[src/rtl/kwlex_pkg.sv]
// kwlex_pkg: token codes, scanner modes, result record and keyword table
// for the keyword lexer; no dependencies
package kwlex_pkg;

  localparam int unsigned QueueDepth = 4;
  localparam int unsigned KwCount    = 12;

  typedef enum logic [2:0] {
    ModeIdle  = 3'd0,
    ModeWord  = 3'd1,
    ModeNum   = 3'd2,
    ModeColon = 3'd3,
    ModeLt    = 3'd4,
    ModeGt    = 3'd5,
    ModeEq    = 3'd6,
    ModeBang  = 3'd7
  } scan_mode_e;

  localparam logic [4:0] TokIdent   = 5'd0;
  localparam logic [4:0] TokNumber  = 5'd1;
  localparam logic [4:0] TokKwFirst = 5'd2;
  localparam logic [4:0] TokAssign  = 5'd14;
  localparam logic [4:0] TokLe      = 5'd15;
  localparam logic [4:0] TokGe      = 5'd16;
  localparam logic [4:0] TokEq      = 5'd17;
  localparam logic [4:0] TokNe      = 5'd18;
  localparam logic [4:0] TokLt      = 5'd19;
  localparam logic [4:0] TokGt      = 5'd20;
  localparam logic [4:0] TokPlus    = 5'd21;
  localparam logic [4:0] TokMinus   = 5'd22;
  localparam logic [4:0] TokMul     = 5'd23;
  localparam logic [4:0] TokDiv     = 5'd24;
  localparam logic [4:0] TokSemi    = 5'd25;
  localparam logic [4:0] TokLpar    = 5'd26;
  localparam logic [4:0] TokRpar    = 5'd27;
  localparam logic [4:0] TokEnd     = 5'd28;
  localparam logic [4:0] TokError   = 5'd29;

  // keyword spelling, string literal order (first char in the highest used byte)
  localparam logic [39:0] KwStr [KwCount] = '{
    "start", "stop", "if", "then", "else", "end",
    "while", "do", "for", "to", "read", "print"
  };
  localparam logic [3:0] KwLen [KwCount] = '{
    4'd5, 4'd4, 4'd2, 4'd4, 4'd4, 4'd3, 4'd5, 4'd2, 4'd3, 4'd2, 4'd4, 4'd5
  };

  typedef struct packed {
    logic [4:0]  code;
    logic [3:0]  len;
    logic [63:0] text;
    logic        trunc;
    logic        last;
  } result_t;

  // case-insensitive keyword lookup on zero-padded text, first char lowest
  function automatic logic [4:0] kw_code(input logic [63:0] txt, input logic [3:0] len);
    logic [63:0] low;
    logic [63:0] expect_txt;
    logic [7:0]  b;
    logic [4:0]  code;
    code = TokIdent;
    for (int i = 0; i < 8; i++) begin
      b = txt[8*i +: 8];
      low[8*i +: 8] = (b >= 8'h41 && b <= 8'h5A) ? (b | 8'h20) : b;
    end
    for (int k = 0; k < KwCount; k++) begin
      expect_txt = '0;
      for (int i = 0; i < 5; i++) begin
        if (i < int'(KwLen[k])) begin
          expect_txt[8*i +: 8] = KwStr[k][8*(int'(KwLen[k]) - 1 - i) +: 8];
        end
      end
      if (len == KwLen[k] && low == expect_txt) begin
        code = TokKwFirst + 5'(k);
      end
    end
    return code;
  endfunction

endpackage

[src/rtl/keyword_lexer_unit.sv]
// keyword_lexer_unit: streaming lexer, one character beat in, token beats out
// depends on kwlex_pkg
// a token enters the result queue as the beat that completes it is accepted and is offered once at the queue head
// throughput: one character per cycle while input is ready; one beat may yield two tokens, which
// a four-entry result queue absorbs (input ready while at most two are queued)
// reset: scanner idle, lexeme count and overflow cleared, result queue empty
module keyword_lexer_unit import kwlex_pkg::*; #(
  parameter int unsigned MaxLen = 8
) (
  input  logic        clk_i,
  input  logic        rst_ni,
  input  logic        s_axis_tvalid,
  output logic        s_axis_tready,
  input  logic [7:0]  s_axis_tdata,   // [7:0] char_code
  input  logic        s_axis_tuser,   // [0] end_of_input
  output logic        m_axis_tvalid,
  input  logic        m_axis_tready,
  output logic [79:0] m_axis_tdata,   // [4:0] token_code, [8:5] lexeme_length,
                                      // [72:9] lexeme_text, [73] truncated, rest 0
  output logic        m_axis_tlast    // last_token
);

  localparam int unsigned CntW = $clog2(MaxLen + 1);
  localparam int unsigned IdxW = $clog2(MaxLen);
  localparam int unsigned PtrW = $clog2(QueueDepth);
  localparam int unsigned FillW = $clog2(QueueDepth + 1);

  scan_mode_e       mode_q, mode_d;
  logic [7:0]       store_q [MaxLen];
  logic [CntW-1:0]  count_q, count_d;
  logic             ovf_q, ovf_d;

  result_t          queue_q [QueueDepth];
  logic [PtrW-1:0]  wr_ptr_q, rd_ptr_q;
  logic [FillW-1:0] fill_q;

  logic       accept, pop;
  logic [7:0] c;
  logic       eoi, is_sp, is_al, is_dg;

  // idle scan of the current beat
  logic        idle_emit;
  logic [4:0]  idle_code;
  logic [3:0]  idle_len;
  logic        idle_start;
  scan_mode_e  idle_mode;

  // pending token closed by the current beat
  logic        pend_emit, pend_rescan;
  result_t     pend_res, idle_res;
  logic        do_append, do_start;
  logic [63:0] packed_text;
  logic [1:0]  push_n;
  result_t     slot_a, slot_b;

  assign accept = s_axis_tvalid && s_axis_tready;
  assign pop    = m_axis_tvalid && m_axis_tready;
  assign c      = s_axis_tdata;
  assign eoi    = s_axis_tuser;
  assign is_sp  = (c == 8'h20) || (c >= 8'h09 && c <= 8'h0D);
  assign is_dg  = (c >= 8'h30 && c <= 8'h39);
  assign is_al  = (c >= 8'h41 && c <= 8'h5A) || (c >= 8'h61 && c <= 8'h7A);

  always_comb begin
    packed_text = '0;
    for (int i = 0; i < MaxLen; i++) begin
      if (CntW'(i) < count_q) begin
        packed_text[8*i +: 8] = store_q[i];
      end
    end
  end

  always_comb begin
    idle_emit  = 1'b0;
    idle_code  = TokError;
    idle_len   = 4'd1;
    idle_start = 1'b0;
    idle_mode  = ModeIdle;
    if (eoi) begin
      idle_emit = 1'b1;
      idle_code = TokEnd;
      idle_len  = 4'd0;
    end else if (is_sp) begin
      idle_emit = 1'b0;
    end else if (is_al) begin
      idle_start = 1'b1;
      idle_mode  = ModeWord;
    end else if (is_dg) begin
      idle_start = 1'b1;
      idle_mode  = ModeNum;
    end else begin
      unique case (c)
        8'h3A: idle_mode = ModeColon;
        8'h3C: idle_mode = ModeLt;
        8'h3E: idle_mode = ModeGt;
        8'h3D: idle_mode = ModeEq;
        8'h21: idle_mode = ModeBang;
        8'h2B: begin idle_emit = 1'b1; idle_code = TokPlus;  end
        8'h2D: begin idle_emit = 1'b1; idle_code = TokMinus; end
        8'h2A: begin idle_emit = 1'b1; idle_code = TokMul;   end
        8'h2F: begin idle_emit = 1'b1; idle_code = TokDiv;   end
        8'h3B: begin idle_emit = 1'b1; idle_code = TokSemi;  end
        8'h28: begin idle_emit = 1'b1; idle_code = TokLpar;  end
        8'h29: begin idle_emit = 1'b1; idle_code = TokRpar;  end
        default: begin idle_emit = 1'b1; idle_code = TokError; end
      endcase
    end
  end

  always_comb begin
    idle_res.code  = idle_code;
    idle_res.len   = idle_len;
    idle_res.text  = eoi ? 64'd0 : {56'd0, c};
    idle_res.trunc = 1'b0;
    idle_res.last  = 1'b1;
  end

  // pending token and next scanner state
  always_comb begin
    pend_emit   = 1'b0;
    pend_rescan = 1'b1;
    do_append   = 1'b0;
    pend_res    = '0;
    unique case (mode_q)
      ModeWord, ModeNum: begin
        if (!eoi && (is_dg || (is_al && mode_q == ModeWord))) begin
          do_append   = 1'b1;
          pend_rescan = 1'b0;
        end else begin
          pend_emit      = 1'b1;
          pend_res.len   = 4'(count_q);
          pend_res.text  = packed_text;
          pend_res.trunc = ovf_q;
          if (mode_q == ModeNum) begin
            pend_res.code = TokNumber;
          end else begin
            pend_res.code = ovf_q ? TokIdent : kw_code(packed_text, 4'(count_q));
          end
        end
      end
      ModeColon, ModeLt, ModeGt, ModeEq, ModeBang: begin
        pend_emit = 1'b1;
        unique case (mode_q)
          ModeColon: pend_res.text = 64'h3A;
          ModeLt:    pend_res.text = 64'h3C;
          ModeGt:    pend_res.text = 64'h3E;
          ModeEq:    pend_res.text = 64'h3D;
          default:   pend_res.text = 64'h21;
        endcase
        if (!eoi && c == 8'h3D) begin
          pend_rescan      = 1'b0;
          pend_res.len     = 4'd2;
          pend_res.text[15:8] = 8'h3D;
          unique case (mode_q)
            ModeColon: pend_res.code = TokAssign;
            ModeLt:    pend_res.code = TokLe;
            ModeGt:    pend_res.code = TokGe;
            ModeEq:    pend_res.code = TokEq;
            default:   pend_res.code = TokNe;
          endcase
        end else begin
          pend_res.len = 4'd1;
          unique case (mode_q)
            ModeLt:  pend_res.code = TokLt;
            ModeGt:  pend_res.code = TokGt;
            default: pend_res.code = TokError;
          endcase
        end
      end
      default: begin
        pend_emit = 1'b0;
      end
    endcase
  end

  always_comb begin
    do_start = pend_rescan && idle_start;
    mode_d   = do_append ? mode_q : (pend_rescan ? idle_mode : ModeIdle);
    count_d  = count_q;
    ovf_d    = ovf_q;
    if (do_start) begin
      count_d = CntW'(1);
      ovf_d   = 1'b0;
    end else if (do_append) begin
      if (count_q < CntW'(MaxLen)) begin
        count_d = count_q + CntW'(1);
      end else begin
        ovf_d = 1'b1;
      end
    end
  end

  // up to two results per beat, the pending token first
  always_comb begin
    push_n = 2'd0;
    slot_a = idle_res;
    slot_b = idle_res;
    if (accept) begin
      if (pend_emit) begin
        slot_a      = pend_res;
        slot_a.last = !(pend_rescan && idle_emit);
        push_n      = (pend_rescan && idle_emit) ? 2'd2 : 2'd1;
      end else if (pend_rescan && idle_emit) begin
        push_n = 2'd1;
      end
    end
  end

  always_ff @(posedge clk_i or negedge rst_ni) begin
    if (!rst_ni) begin
      mode_q  <= ModeIdle;
      count_q <= '0;
      ovf_q   <= 1'b0;
    end else if (accept) begin
      mode_q  <= mode_d;
      count_q <= count_d;
      ovf_q   <= ovf_d;
    end
  end

  always_ff @(posedge clk_i) begin
    if (accept) begin
      if (do_start) begin
        store_q[0] <= c;
      end else if (do_append && count_q < CntW'(MaxLen)) begin
        store_q[count_q[IdxW-1:0]] <= c;
      end
    end
  end

  // result queue
  always_ff @(posedge clk_i or negedge rst_ni) begin
    if (!rst_ni) begin
      wr_ptr_q <= '0;
      rd_ptr_q <= '0;
      fill_q   <= '0;
    end else begin
      wr_ptr_q <= wr_ptr_q + PtrW'(push_n);
      if (pop) begin
        rd_ptr_q <= rd_ptr_q + PtrW'(1);
      end
      fill_q <= fill_q + FillW'(push_n) - FillW'(pop);
    end
  end

  always_ff @(posedge clk_i) begin
    if (push_n != 2'd0) begin
      queue_q[wr_ptr_q] <= slot_a;
    end
    if (push_n == 2'd2) begin
      queue_q[wr_ptr_q + PtrW'(1)] <= slot_b;
    end
  end

  assign s_axis_tready = (fill_q <= FillW'(QueueDepth - 2));
  assign m_axis_tvalid = (fill_q != '0);
  assign m_axis_tdata  = {6'd0, queue_q[rd_ptr_q].trunc, queue_q[rd_ptr_q].text,
                          queue_q[rd_ptr_q].len, queue_q[rd_ptr_q].code};
  assign m_axis_tlast  = queue_q[rd_ptr_q].last;

endmodule

[config.mk]
export PLATFORM = sky130hd
export DESIGN_NAME = keyword_lexer_unit
export DESIGN_NICKNAME = d
export VERILOG_FILES = /design/src/rtl/kwlex_pkg.sv /design/src/rtl/keyword_lexer_unit.sv
export SDC_FILE = /design/constraint.sdc
export NUM_CORES = 1
export LEC_CHECK = 0
export ABC_CLOCK_PERIOD_IN_PS = 4200
export BUFFER_PORTS_ARGS = -buffer_cell sky130_fd_sc_hd__buf_2
export CORE_ASPECT_RATIO = 0.8
export CORE_UTILIZATION = 37
export DETAILED_ROUTE_END_ITERATION = 12
export PLACE_DENSITY = 0.51
export SETUP_SLACK_MARGIN = 0.15
export SLEW_MARGIN = 25
export SYNTH_ARGS = -nofsm -noshare
export SYNTH_HDL_FRONTEND = slang
export SYNTH_SLANG_ARGS = --single-unit
[constraint.sdc]
create_clock -name clk_i -period 4.2 [get_ports clk_i]
set_input_delay 0.84 -clock clk_i [delete_from_list [all_inputs] [get_ports clk_i]]
set_output_delay 0.84 -clock clk_i [all_outputs]
set_load 0.03 [all_outputs]
==> results.py <==
metrics = {
    "cells_and_area": {
        "post-route-cell-area_sq_um": 19090,
        "drive_above_1_share_pct": 22.47,
        "nets": 1507,
        "diodes": 0,
        "syn_to_final_growth_pct": 16.58,
    },
    "yosys": {
        "synth-edff-count": 116,
        "ys_ff_latch": 379,
        "ys_seq_area_share_pct": 53.88,
        "ys.flop_type": "dfxtp_1",
        "ys_async_sr_fraction_pct": 3.958,
        "synth_area_sq_um": 16380,
        "ys_types": 81,
        "syn_inst": 1380,
        "avgSynthCellArea_sq_um": 11.87,
        "yosysWarnings": 0,
    },
    "global_routing": {
        "grt.total_usage_pct": 22.85,
        "grt_start_max_net_pins": 39,
        "grt_overflow": 0,
        "antenna_found_initial": 0,
        "grt_pass1_wl_mm": 78.05,
        "grt_pass1_vias": 12004,
    },
    "timing": {
        "report.final.setup_viol": 0,
        "finalCritPeriodShare_pct": 83.86,
        "grt_setup_unrepaired": "false",
        "relSlewSlack_pct": 42.87,
        "finalHoldViolCount": 0,
        "finalCriticalPeriod_ns": 3.522,
        "worstMarginPinSlew_ns": 0.8503,
        "drv_slew": 0,
        "fin_setup_tns_ns": 0,
        "worst_clock_skew_ns": 0.02142,
        "max_freq_ghz": 0.2839,
    },
    "cts": {
        "clk_path_buf_depth": 3,
        "numClockSinks": 379,
        "path_clk_slew_ns": 0.06,
        "cts_hold_buf": 0,
        "clkLatencyLatePin_ns": 0.54,
        "cts_max_level": 2,
        "cts_resized": 0,
        "cts_tree": "built",
        "postCtsSetupRepairBufs": 0,
        "cts_made_buffers": 40,
        "cts_root_buf": "clkbuf_16",
    },
    "setup_path": {
        "cp.depth": 12,
        "worstSetupEndpointType": "flop",
        "endpoint": "queue_q[2][7]$_DFFE_PP_",
        "worstSetupStartpoint": "s_axis_tdata[0]",
        "max_stage_delay_ns": 0.53,
        "critical-path-slowest-cell": "or2_2",
        "required_ns": 4.46,
        "startpoint_type": "input port",
        "critPathBufInv": 2,
        "reg2reg_from": "count_q[3]$_DFFE_PN0P_",
        "cpMostUsedCell": "nor2_1",
        "critPathArrivalTime_ns": 3.79,
        "r2r_setup_slack_ns": 0.75,
        "path_cells": "buf_2 > a21oi_1 > o2bb2ai_1 > nor2_1 > o311ai_1 > ha_1 > nor2_1 > nor2_1 > nand2_1 > or2_2 > buf_4 > o22ai_1",
        "path_class": "input port to flop",
        "worst_path_dominant_cell_family": "simple AND/OR/NAND/NOR gates",
        "r2r-end": "queue_q[0][70]$_DFFE_PP_",
        "r2r_cells": 9,
        "path_max_fanout": 17,
    },
    "power_and_ir_drop": {
        "ir_drop_uv": 319.8,
        "p_per_area_nw_per_um2": 535.7,
        "power.leakage_nw": 6.982,
    },
    "die": {
        "die_y_um": 190.2,
        "core_area_sq_um": 43390,
        "fp-row-count": 68,
        "die_w_um": 237.2,
        "dieArea_sq_um": 45110,
        "start_util_pct": 37.74,
        "io_pins": 96,
    },
    "placed_design": {
        "io_buffers": 89,
        "place_area_sq_um": 17770,
        "hpwl_mm": 35.69,
        "place_congestion": 0.9391,
    },
    "flow_run": {
        "max_cap_violations": 0,
    },
    "routing": {
        "drt_pre_antenna_iters": 5,
        "drt-initial-drc-count": 1234,
        "ant_nets": 0,
        "num_vias": 12379,
        "avgViaCountPerCell": 5.972,
        "drc": 0,
        "wirelength_mm": 51.61,
        "wl_per_cell_um": 24.89,
    },
    "worst_hold_path": {
        "hold_path_class": "input port to asynchronous set/reset pin",
    },
    "outcome": {
        "status": "finished clean",
    },
}
[sequential cells by signal (all words and copies together) (netlist names)]
name and count:
count_q 4, fill_q 3, mode_q 3, ovf_q 1, queue_q 300, rd_ptr_q 2
store_q 64, wr_ptr_q 2
[report_power, final]
part | switching, mW | internal (mW) | total, mW
logic | 1.61 | 0.901 | 2.51
registers | 0.222 | 3.97 | 4.19
clock network | 1.44 | 2.08 | 3.53
total | 3.28 | 6.95 | 10.2
[cells in the final DEF, fill, tap and decap left out, types with 40 or more instances in the layout]
cell type / count
dfxtp_1: 248
mux4_2: 75
buf_4: 60
edfxtp_1: 116
buf_2: 89
clkbuf_16: 44
o22ai_1: 40
nor2_1: 68
a22o_1: 194
nand2_1: 92
o21ai_0: 72
[synthesized netlist by cell type, types with 21 or more instances]
cell type,n,share of area (%)
clkbuf_1,70,1.6
o22ai_1,40,1.5
a22o_1,194,10
o21ai_0,72,2.2
nand2_1,92,2.1
edfxtp_1,116,21
inv_1,21,0.48
a21oi_1,31,0.95
nor2_1,72,1.7
mux4_2,75,10
nand3_1,28,0.86
nor3_1,24,0.73
dfxtp_1,248,30
[layer usage]
layer	track usage, %	part of all wire [%]	up-vias
met4	5.186	1.7	0
met3	5.049	7.7	73
met2	32.88	42	442
li1	-	-	5582
met5	0	0	-
met1	34.64	48	6282
[how the worst min path moves through the flow]
stage / startpoint / endpoint / slack, ns / depth (start not counted)
finish: rst_ni / fill_q[2]$_DFF_PN0_ / 0.22 / 1
floorplan: queue_q[2][10]$_SDFFE_PP0P_ / queue_q[2][10]$_SDFFE_PP0P_ / 0.42 / 2
CTS: rst_ni / fill_q[2]$_DFF_PN0_ / 0.21 / 1
detailed placement: queue_q[2][69]$_SDFFE_PP0P_ / queue_q[2][69]$_SDFFE_PP0P_ / 0.44 / 1
global route: rst_ni / fill_q[2]$_DFF_PN0_ / 0.23 / 1
global placement: queue_q[0][69]$_SDFFE_PP0P_ / queue_q[0][69]$_SDFFE_PP0P_ / 0.43 / 1
[final cells by class]
type	count	area, sq um
Fill cell	4049	24300
Inverter	21	78.83
Multi-Input combinational cell	885	7102
Timing Repair Buffer	157	1056
Sequential cell	379	8831
Clock inverter	10	55.05
Tap cell	560	700.7
Clock buffer	61	1269
[through the flow]
stage	setup slack [ns]	hold WS (ns)	utilization, %	std cells	power [mW]
2_1_floorplan	0.3807	0.4198	-	1385	5.866
6_report	0.6777	0.2172	44.00	2073	10.23
3_5_place_dp	0.2286	0.4397	40.95	2002	6.792
3_3_place_gp	0.2760	0.4300	40.95	2002	6.786
5_1_grt	0.4986	0.2308	44.00	2073	10.67
4_1_cts	0.7984	0.2118	44.00	2073	10.32
[worst register-to-register path: cells and delay by family, from the launching register on]
kind / cells / cell delay (ns)
AND/OR/NAND/NOR: 3 / 1.13
buffers and inverters: 2 / 0.49
AO/OA/AOI/OAI: 4 / 0.97
flip-flops: 1 / 0.63
[logic make-up after synthesis]
group	share of synthesized area (%)
other	0.02290
DFF	53.88
AOI/OAI and AO/OA	19.56
muxes	10.50
and+or+nand+nor	11.64
xor gates and xnor gates	0.5348
buffers and inverters	3.056
adders and majority gates	0.8099
(Power assumes the default switching activity.)
